## src/hw/rtl/fbcc_pkg.sv

```systemverilog
// fbcc_pkg: shared constants and types for the frustum box corner cull block
// plane coefficient layout, arithmetic widths and queue sizing
// no dependencies
package fbcc_pkg;

	localparam int CORNERS_PER_BOX = 8;
	localparam int CIDX_W = (CORNERS_PER_BOX > 1) ? $clog2(CORNERS_PER_BOX) : 1;

	localparam int PLANE_COUNT = 6;
	localparam int PIDX_W = $clog2(PLANE_COUNT);
	localparam int CFG_W = 64;

	localparam int COORD_W = 16;
	localparam int COEF_W = 16;
	localparam int PROD_W = COORD_W + COEF_W;
	localparam int ACC_W = PROD_W + 2;
	localparam int D_SHIFT = 14;
	localparam int AXES = 3;

	localparam int QUEUE_DEPTH = 4;
	localparam int QPTR_W = $clog2(QUEUE_DEPTH);
	localparam int QCNT_W = $clog2(QUEUE_DEPTH + 1);

	typedef struct packed {
		logic signed [COEF_W-1:0] d;
		logic signed [COEF_W-1:0] nz;
		logic signed [COEF_W-1:0] ny;
		logic signed [COEF_W-1:0] nx;
	} plane_t;

	// front to queue write side
	typedef struct packed {
		logic push;
		logic hit;
	} qwr_t;

	// queue to back read side
	typedef struct packed {
		logic empty;
		logic hit;
	} qrd_t;

endpackage

```

## src/hw/rtl/fbcc_back.sv

```systemverilog
// fbcc_back: folds corner classifications into one visibility beat per box
// corner counter, running any-inside flag and output register
// depends on fbcc_pkg
module fbcc_back (
	input  logic            clk,
	input  logic            arst_n,
	input  fbcc_pkg::qrd_t  qrd,
	output logic            pop,
	output logic            out_valid,
	input  logic            out_ready,
	output logic            box_visible
);

	logic [fbcc_pkg::CIDX_W-1:0] cnt_q;
	logic                        any_q;
	logic                        out_valid_q;
	logic                        box_visible_q;
	logic                        last;

	assign last        = (cnt_q == fbcc_pkg::CIDX_W'(fbcc_pkg::CORNERS_PER_BOX - 1));
	assign pop         = !qrd.empty && (!last || !out_valid_q || out_ready);
	assign out_valid   = out_valid_q;
	assign box_visible = box_visible_q;

	always_ff @(posedge clk or negedge arst_n) begin
		if (!arst_n) begin
			cnt_q       <= '0;
			any_q       <= 1'b0;
			out_valid_q <= 1'b0;
		end else begin
			if (pop && last) begin
				cnt_q       <= '0;
				any_q       <= 1'b0;
				out_valid_q <= 1'b1;
			end else begin
				if (pop) begin
					cnt_q <= cnt_q + 1'b1;
					any_q <= any_q | qrd.hit;
				end
				if (out_ready) begin
					out_valid_q <= 1'b0;
				end
			end
		end
	end

	always_ff @(posedge clk) begin
		if (pop && last) begin
			box_visible_q <= any_q | qrd.hit;
		end
	end

	a_cnt_range: assert property (@(posedge clk) disable iff (!arst_n)
		cnt_q <= fbcc_pkg::CIDX_W'(fbcc_pkg::CORNERS_PER_BOX - 1))
		else $error("corner counter out of range");

	a_box_close: assert property (@(posedge clk) disable iff (!arst_n)
		(pop && last) |=> (out_valid_q && cnt_q == '0 && !any_q))
		else $error("box not closed after last corner");

endmodule

```

## config.mk

```make
export PLATFORM = sky130hd
export DESIGN_NAME = fbcc_back
export DESIGN_NICKNAME = d
export VERILOG_FILES = /design/src/hw/rtl/fbcc_pkg.sv /design/src/hw/rtl/fbcc_back.sv
export SDC_FILE = /design/constraint.sdc
export NUM_CORES = 1
export LEC_CHECK = 0
export ABC_AREA = 1
export ABC_CLOCK_PERIOD_IN_PS = 2300
export CAP_MARGIN = 20
export CELL_PAD_IN_SITES_DETAIL_PLACEMENT = 0
export CELL_PAD_IN_SITES_GLOBAL_PLACEMENT = 1
export CORE_AREA = 2 2 39 41
export DETAILED_ROUTE_END_ITERATION = 10
export DIE_AREA = 0 0 41 43
export DONT_BUFFER_PORTS = 1
export HOLD_SLACK_MARGIN = 0.06
export PLACE_DENSITY_LB_ADDON = 0.1
export SKIP_CTS_REPAIR_TIMING = 1
export SYNTH_ARGS = -nofsm -noshare
export SYNTH_HDL_FRONTEND = slang
export SYNTH_SLANG_ARGS = --single-unit
```

## constraint.sdc

```tcl
create_clock -name clk -period 2.3 [get_ports clk]
set_clock_uncertainty 0.2 [all_clocks]
set_input_delay 0.115 -clock clk [delete_from_list [all_inputs] [get_ports clk]]
set_output_delay 0.115 -clock clk [all_outputs]
set_load 0.005 [all_outputs]
```

==> run metrics <==
status finished clean; Worst setup SP type flip-flop; drt total wl 621 um; RR Startpoint cnt_q[0]$_DFFE_PN0P_; CTS tree built; Worst R2R Setup Slack 0.44 ns; drt initial violations 7; met3 usage 0.0628; Post-Syn Area a little under 300 um2; Yosys cell types 14; initial core utilization 0.213; clock-pin slew on the worst setup and hold paths ~0.050 ns; pin count of the biggest net entering global routing 7; switching share of power 0.295; commonest non-fill, non-tap cell in the layout nand2_1; Yosys warning count 0; Achievable Freq 536 MHz; crit path kind flip-flop to flip-flop; Inserted Clock Buffers 3; first-pass GRT wire length just over 1 mm; post-synth top area cell dfrtp_1; All-Layer GR Usage 0.0957; met2 Usage GRT 0.125; Leak Pwr 0.198 nW; Synth top area share 0.424; Avg Cell Area, Syn just over 9 um2; Critical Path RT 2.23 ns; DRT antenna net count 0; core footprint 0.00138 mm2; met1 GRT Util 0.101; CP startpoint cnt_q[0]$_DFFE_PN0P_; clk sink count 6; antenna cells 0; sequential-to-total area share from yosys stat 0.525; RSZ-0062 raised after global routing no; Port-buffer cells 0; # DRC 0; Fillers about 160; Gate power share 0.233; crit share post-route 0.810; WP data arrival 1.79 ns; Hold Path Class flip-flop to flip-flop; P&R area growth vs syn 36.0%; vias per cell 4.03; share of cells above drive strength 1 0.190; max-cap violations 0; Pins Over Slew Limit 0; Die Wd 41 um; Peak supply drop between 0.2 and 0.3 mV; Worst Setup EP out_valid$_DFFE_PN0P_; Post-Syn Instances 32; Internal 242 uW; grt ovf 0; fin nets 50; Worst-Skew Late Latency around 0.25 ns; antenna violations before repair 0; synth top area cells dfrtp_1, nand2_1, edfxtp_1; worst r2r dst out_valid$_DFFE_PN0P_; Rows 14; syn_nets 39; CP Capture Type flip-flop; Yosys reg bits 6; worst-path fanout max 3; Die Ht 43 um; DR WL/cell 10.7 um; CTS H-Tree Depth 1; Storage cell area 155 um2; endpoints failing setup 0; Non-Filler Instances 58; Pwr Density 856 mW/mm2; vias in the first global route 245; Clk network pwr share 0.312; fin crit period 1.86 ns; setup TNS 0 ns; Final Hold Fails 0; DP HPWL 437 um; Final GP Congestion roughly 0.65; Max-slew headroom 0.830; Seq pwr share 0.455; commonest cells after routing, fill and taps aside nand2_1, dlygate4sd3_1, dfrtp_1; most used routing layer met2; I/O pins 8; TritonRoute pass-1 iters 4; Util after Layout 0.290; Die Area between 0.0015 and 0.002 mm2; CTS max path bufs 2; switching power 101 uW; area of the multi-input gates 121 um2; via count 234; Worst-Margin Slew 0.253 ns; depth of the most critical reg-to-reg path 5; placed insts 48; Clk Tree Root Cell clkbuf_4
-- sequential cells by signal, summed over array words and instances (netlist names) --
name and cells:
any_q 1, box_visible 1, cnt_q 3, out_valid 1
-- per-layer routing --
| layer | up-vias | part of all wire |
|---|---|---|
| met4 | 0 | 0.019 |
| met2 | 9 | 0.48 |
| li1 | 118 | - |
| met5 | - | 0 |
| met3 | 2 | 0.068 |
| met1 | 105 | 0.43 |
-- power by group through the flow --
stage	Clock, mW	Combinational, mW	Sequential, mW
after detailed placement	0	0.0676	0.158
final	0.107	0.0801	0.156
after global routing	0.122	0.0965	0.160
after CTS	0.110	0.0685	0.157
after global placement	0	0.0659	0.157
after floorplan	0	0.0549	0.154
-- cell type report --
cell class	instances	area share
sequential	6	0.386
inverter	5	0.0467
tap	16	0.0498
multi-input combinational	21	0.302
timing repair buffer	6	0.150
clock buffer	4	0.0654
-- cell families after synthesis --
family,Yosys count,share of synthesized area
buffers and inverters,5,0.0635
AOI/OAI and AO/OA,2,0.0424
and+or+nand+nor,17,0.284
adders and majority gates,2,0.0847
DFF,6,0.525
-- metrics by stage --
| stage | setup slack (ns) | hold slack [ns] | power [mW] | cell area [um2] |
|---|---|---|---|---|
| 6_report | 0.436 | 0.283 | 0.344 | 402 |
| 5_1_grt | 0.351 | 0.314 | 0.378 | 402 |
| 4_1_cts | 0.639 | -0.647 | 0.336 | 342 |
| 3_5_place_dp | 0.691 | -0.380 | 0.225 | 315 |
| 3_3_place_gp | 0.722 | -0.380 | 0.223 | 315 |
| 2_1_floorplan | 0.780 | -0.381 | 0.209 | 295 |
-- cell usage after synthesis --
cell type  count
dfrtp_1        5
edfxtp_1       1
ha_1           2
inv_1          4
inv_2          1
nand2_1       10
nand2_2        1
nand2_4        1
nand3_1        1
nand3_2        1
nor2_1         2
o211ai_1       1
o21ai_1        1
or2_2          1
-- worst max-delay path: stages (launching register included) --
cell and delay (ns):
dfrtp_1 0.39, ha_1 0.21, ha_1 0.22, inv_1 0.11, o21ai_1 0.07, dlygate4sd3_1 0.56
-- worst min-delay path by stage --
stage	startpoint	endpoint	slack, ns	depth (start not counted)
after CTS	arst_n	out_valid$_DFFE_PN0P_	-0.65	0
final	cnt_q[1]$_DFFE_PN0P_	cnt_q[1]$_DFFE_PN0P_	0.28	2
after global routing	cnt_q[2]$_DFFE_PN0P_	cnt_q[2]$_DFFE_PN0P_	0.31	2
after global placement	arst_n	out_valid$_DFFE_PN0P_	-0.38	0
after floorplan	arst_n	any_q$_DFFE_PN0P_	-0.38	0
after detailed placement	arst_n	out_valid$_DFFE_PN0P_	-0.38	0
Power figures use the tool's default switching activity.
