<file path="src/hw/rtl/fbcc_pkg.sv">
// fbcc_pkg: shared constants and types for the frustum box corner cull block
// plane coefficient layout, arithmetic widths and queue sizing
// no dependencies
package fbcc_pkg;

	localparam int CORNERS_PER_BOX = 8;
	localparam int CIDX_W = (CORNERS_PER_BOX > 1) ? $clog2(CORNERS_PER_BOX) : 1;

	localparam int PLANE_COUNT = 6;
	localparam int PIDX_W = $clog2(PLANE_COUNT);
	localparam int CFG_W = 64;

	localparam int COORD_W = 16;
	localparam int COEF_W = 16;
	localparam int PROD_W = COORD_W + COEF_W;
	localparam int ACC_W = PROD_W + 2;
	localparam int D_SHIFT = 14;
	localparam int AXES = 3;

	localparam int QUEUE_DEPTH = 4;
	localparam int QPTR_W = $clog2(QUEUE_DEPTH);
	localparam int QCNT_W = $clog2(QUEUE_DEPTH + 1);

	typedef struct packed {
		logic signed [COEF_W-1:0] d;
		logic signed [COEF_W-1:0] nz;
		logic signed [COEF_W-1:0] ny;
		logic signed [COEF_W-1:0] nx;
	} plane_t;

	// front to queue write side
	typedef struct packed {
		logic push;
		logic hit;
	} qwr_t;

	// queue to back read side
	typedef struct packed {
		logic empty;
		logic hit;
	} qrd_t;

endpackage

</file>
<file path="src/hw/rtl/fbcc_queue.sv">
// fbcc_queue: short queue of corner classifications between front and back
// one bit per entry, combinational read of the head entry
// depends on fbcc_pkg
module fbcc_queue (
	input  logic            clk,
	input  logic            arst_n,
	input  fbcc_pkg::qwr_t  qwr,
	output logic            full,
	input  logic            pop,
	output fbcc_pkg::qrd_t  qrd
);

	logic [fbcc_pkg::QUEUE_DEPTH-1:0] mem_q;
	logic [fbcc_pkg::QPTR_W-1:0]      wr_ptr_q;
	logic [fbcc_pkg::QPTR_W-1:0]      rd_ptr_q;
	logic [fbcc_pkg::QCNT_W-1:0]      count_q;

	assign full      = (count_q == fbcc_pkg::QCNT_W'(fbcc_pkg::QUEUE_DEPTH));
	assign qrd.empty = (count_q == '0);
	assign qrd.hit   = mem_q[rd_ptr_q];

	always_ff @(posedge clk or negedge arst_n) begin
		if (!arst_n) begin
			wr_ptr_q <= '0;
			rd_ptr_q <= '0;
			count_q  <= '0;
		end else begin
			if (qwr.push) begin
				wr_ptr_q <= wr_ptr_q + 1'b1;
			end
			if (pop) begin
				rd_ptr_q <= rd_ptr_q + 1'b1;
			end
			if (qwr.push && !pop) begin
				count_q <= count_q + 1'b1;
			end else if (pop && !qwr.push) begin
				count_q <= count_q - 1'b1;
			end
		end
	end

	always_ff @(posedge clk) begin
		if (qwr.push) begin
			mem_q[wr_ptr_q] <= qwr.hit;
		end
	end

	a_no_overflow: assert property (@(posedge clk) disable iff (!arst_n)
		!(qwr.push && full))
		else $error("queue written while full");

	a_no_underflow: assert property (@(posedge clk) disable iff (!arst_n)
		!(pop && qrd.empty))
		else $error("queue read while empty");

endmodule

</file>
<file path="config.mk">
export PLATFORM = sky130hd
export DESIGN_NAME = fbcc_queue
export DESIGN_NICKNAME = d
export VERILOG_FILES = /design/src/hw/rtl/fbcc_pkg.sv /design/src/hw/rtl/fbcc_queue.sv
export SDC_FILE = /design/constraint.sdc
export NUM_CORES = 1
export LEC_CHECK = 0
export ABC_AREA = 1
export BUFFER_PORTS_ARGS = -buffer_cell sky130_fd_sc_hd__buf_4
export CELL_PAD_IN_SITES_DETAIL_PLACEMENT = 0
export CELL_PAD_IN_SITES_GLOBAL_PLACEMENT = 1
export CORE_MARGIN = 3
export CORE_UTILIZATION = 25
export CTS_CLUSTER_DIAMETER = 100
export DETAILED_ROUTE_END_ITERATION = 6
export GPL_TIMING_DRIVEN = 0
export PLACE_DENSITY_LB_ADDON = 0.1
export SLEW_MARGIN = 20
export SYNTH_ARGS = -nofsm -noshare
export SYNTH_HDL_FRONTEND = slang
export SYNTH_SLANG_ARGS = --single-unit
</file>
<file path="constraint.sdc">
create_clock -name clk -period 1.45 [get_ports clk]
set_input_delay 0.2175 -clock clk [delete_from_list [all_inputs] [get_ports clk]]
set_output_delay 0.2175 -clock clk [all_outputs]
set_load 0.02 [all_outputs]
</file>
==> run summary <==
================================================================================
Warning count from the yosys run                                               0
RSZ-0062 raised after global routing                                          no
Row count                                                                     16
Worst hold endpoint                                                 rd_ptr_q[0]$_DFFE_PN0P_
Critical path data required time                                         1.23 ns
Post-synthesis sequential element count                                       11
Placer's final routability congestion estimate                            0.6404
Vertical die dimension                                                  53.62 um
Final max-slew violation count                                                 0
Post-detailed-route count of antenna-violating nets                            0
Crit path kind                                                      flop to output pin
Mean cell area of the mapped netlist                                 9.772 sq um
Detailed Place HPWL                                                     666.3 um
Initial cell density of the core                                          27.49%
Largest fanout on the critical path                                            6
Fraction of layout cells with a size suffix above 1                       15.71%
Hold path depth                                                                2
Measured slew at the worst slew-check pin                              0.1829 ns
Data arrival, critical path                                              1.11 ns
Top cell type by total area after synthesis                         sky130_fd_sc_hd__dfrtp_1
Hold WC Path Type                                                   input port to flop
Number of antenna violations at the first check in global routing              0
Overall routed net length                                                 849 um
Diode count                                                                    0
Top Ports                                                                      8
Run status                                                          finished clean
CTS tree                                                                   built
Clock transition at the registers of the reported paths                  0.07 ns
Pwr per Cell Area                                                   1804 mW/mm^2
Clock Sinks                                                                   11
Clock root buffer                                                   sky130_fd_sc_hd__clkbuf_4
RR Endpoint                                                         count_q[2]$_DFFE_PN0P_
Via count of the first global-routing pass                                   399
Max-Slew Margin vs Limit                                                  87.81%
Number of buffers created by CTS                                               3
Residual DRC                                                                   0
Category of the worst setup path capture point                        output pin
Average vias per placed instance                                           3.763
Combined area of all synthesized cells                               566.8 sq um
First-pass GRT wire length                                               1669 um
Placeable core region                                               0.002062 sq mm
Area growth syn-to-layout                                                 21.85%
Post-synthesis sequential area ratio                                      52.10%
Die footprint                                                       0.002875 sq mm
Buffer levels on the longest clock path                                        2
Fraction of synthesized cell area taken by the top area cell type         30.91%
Worst R2R Path Depth                                                           5
Number of violations of the max-capacitance limit                              0
Maximum number of pins on one net before global-route repair                   9
Leakage power                                                          0.3653 nW
Worst hold start                                                             pop
Count of input and output buffers                                              7
Final period demand of the worst path                                   1.326 ns
Synth top area cells                                                sky130_fd_sc_hd__dfrtp_1 (31%), sky130_fd_sc_hd__edfxtp_1 (21%), sky130_fd_sc_hd__ha_1 (11%)
Final sum of negative setup slack                                           0 ns
Clock H-tree levels                                                            1
IR Drop Worst-Case VDD                                                  584.3 uV
Critical R2R Launch                                                 count_q[0]$_DFFE_PN0P_
Average wire per standard cell                                          8.753 um
Worst setup skew after layout                                        0.002259 ns
Kind of start point of the critical path                                    flop
Post-CTS Setup Repair Bufs                                                     0
Peak Freq                                                              754.0 MHz
Synth unique cells                                                            13
Hold violation count in the final report                                       0
Die span in x                                                           53.62 um
Number of iterations in the first detailed-routing pass                        3
Insertion delay to the later sink of the worst-skew pair                 0.26 ns
Detailed Route Iter0 Violations                                                7
Final core utilization                                                    33.50%
Gate count after technology mapping                                           58
Number of vias in the routed layout                                          365
Setup slack of the most critical reg-to-reg path                         0.19 ns
Overall track demand over capacity in global routing                      8.465%
Leftover overflow at the end of global routing                                 0
Layout net count                                                              82
Net count of the mapped netlist                                               69
Final period utilization                                                  91.47%
Number of failing setup endpoints in the final timing report                   0
================================================================================
## cell type report
type,count,area [sq um]
clock buffers,4,26.28
fillers,233,1371
inverters,14,52.55
flip-flops and latches,11,296.5
multi-input cells,33,219.0
repair buffers,8,62.56
well taps,27,33.78
## what timing repair did
item,in CTS,in global routing
resized for setup,0,1
hold buffers,1,0
endpoints found under the hold margin,7,0
endpoints found under the setup margin,0,1
## Yosys cell counts
library cell / instances
sky130_fd_sc_hd__nand2_1: 16
sky130_fd_sc_hd__inv_1: 14
sky130_fd_sc_hd__dfrtp_1: 7
sky130_fd_sc_hd__ha_1: 5
sky130_fd_sc_hd__edfxtp_1: 4
sky130_fd_sc_hd__xor2_1: 3
sky130_fd_sc_hd__nor3_1: 2
sky130_fd_sc_hd__o211ai_1: 2
sky130_fd_sc_hd__fa_1: 1
sky130_fd_sc_hd__nand3_1: 1
sky130_fd_sc_hd__nand4_1: 1
sky130_fd_sc_hd__o21ai_0: 1
sky130_fd_sc_hd__xnor2_1: 1
## cell usage in the layout, fill, tap and decap left out
cell                            netlist  final
sky130_fd_sc_hd__edfxtp_1             4      4
sky130_fd_sc_hd__fa_1                 1      1
sky130_fd_sc_hd__nor3_1               2      2
sky130_fd_sc_hd__o211ai_1             2      2
sky130_fd_sc_hd__o21ai_0              1      1
sky130_fd_sc_hd__dlygate4sd3_1        0      1
sky130_fd_sc_hd__clkbuf_4             0      3
sky130_fd_sc_hd__dfrtp_1              7      6
sky130_fd_sc_hd__inv_1               14     14
sky130_fd_sc_hd__nand4_1              1      1
sky130_fd_sc_hd__nand2_1             16     16
sky130_fd_sc_hd__xor2_1               3      3
sky130_fd_sc_hd__ha_1                 5      5
sky130_fd_sc_hd__dfrtp_2              0      1
sky130_fd_sc_hd__clkbuf_1             0      1
sky130_fd_sc_hd__xnor2_1              1      1
sky130_fd_sc_hd__buf_4                0      7
sky130_fd_sc_hd__nand3_1              1      1
## sequential cells by signal, summed over array words and instances, names as in the netlist
name	count
rd_ptr_q	2
wr_ptr_q	2
mem_q	4
count_q	3
## worst max-delay path by stage
stage                                        from                     end  slack [ns]
final                     rd_ptr_q[0]$_DFFE_PN0P_                  qrd[0]        0.12
after global routing      rd_ptr_q[0]$_DFFE_PN0P_                  qrd[0]        0.01
after CTS                 rd_ptr_q[0]$_DFFE_PN0P_                  qrd[0]        0.09
after detailed placement                      pop  count_q[2]$_DFFE_PN0P_        0.09
after global placement                        pop  count_q[2]$_DFFE_PN0P_        0.08
after floorplan            count_q[0]$_DFFE_PN0P_  count_q[2]$_DFFE_PN0P_        0.26
## power by group
part           internal [mW]  switching, mW
sequential             0.450          0.117
combinational          0.214          0.257
clock                  0.106          0.100
## critical path, stage by stage (launching register included)
cell and delay, ns:
sky130_fd_sc_hd__dfrtp_2 0.44, sky130_fd_sc_hd__o211ai_1 0.18, sky130_fd_sc_hd__nand2_1 0.07, sky130_fd_sc_hd__buf_4 0.15
## logic make-up (layout without fill, tap and decap cells)
| family | Yosys count | in the layout | share of synthesized area, % |
|---|---|---|---|
| and+or+nand+nor | 20 | 20 | 14.35 |
| buffers and inverters | 14 | 26 | 9.271 |
| DFF | 11 | 11 | 52.10 |
| adders and majority gates | 6 | 6 | 14.57 |
| xor gates and xnor gates | 4 | 4 | 6.182 |
| AOI/OAI and AO/OA | 3 | 3 | 3.530 |
## stage by stage
stage / instance area [sq um] / hold WS [ns] / worst slack [ns] / power, mW / cells
2_1_floorplan: 566.8 / -0.07809 / 0.2583 / 0.8888 / 58
3_3_place_gp: 653.1 / 0.03826 / 0.07628 / 1.052 / 92
3_5_place_dp: 653.1 / 0.03772 / 0.08589 / 1.049 / 92
4_1_cts: 689.4 / 0.1372 / 0.09196 / 1.269 / 97
5_1_grt: 690.7 / 0.1308 / 0.01402 / 1.403 / 97
6_report: 690.7 / 0.1444 / 0.1237 / 1.246 / 97
## layer usage
metal	vias up	track usage (%)	routed length [um]
li1	201	-	-
met5	-	0	0
met4	0	6.383	10
met2	5	11.22	346
met3	2	2.493	43
met1	157	11.40	448
Power figures use the tool's default switching activity.
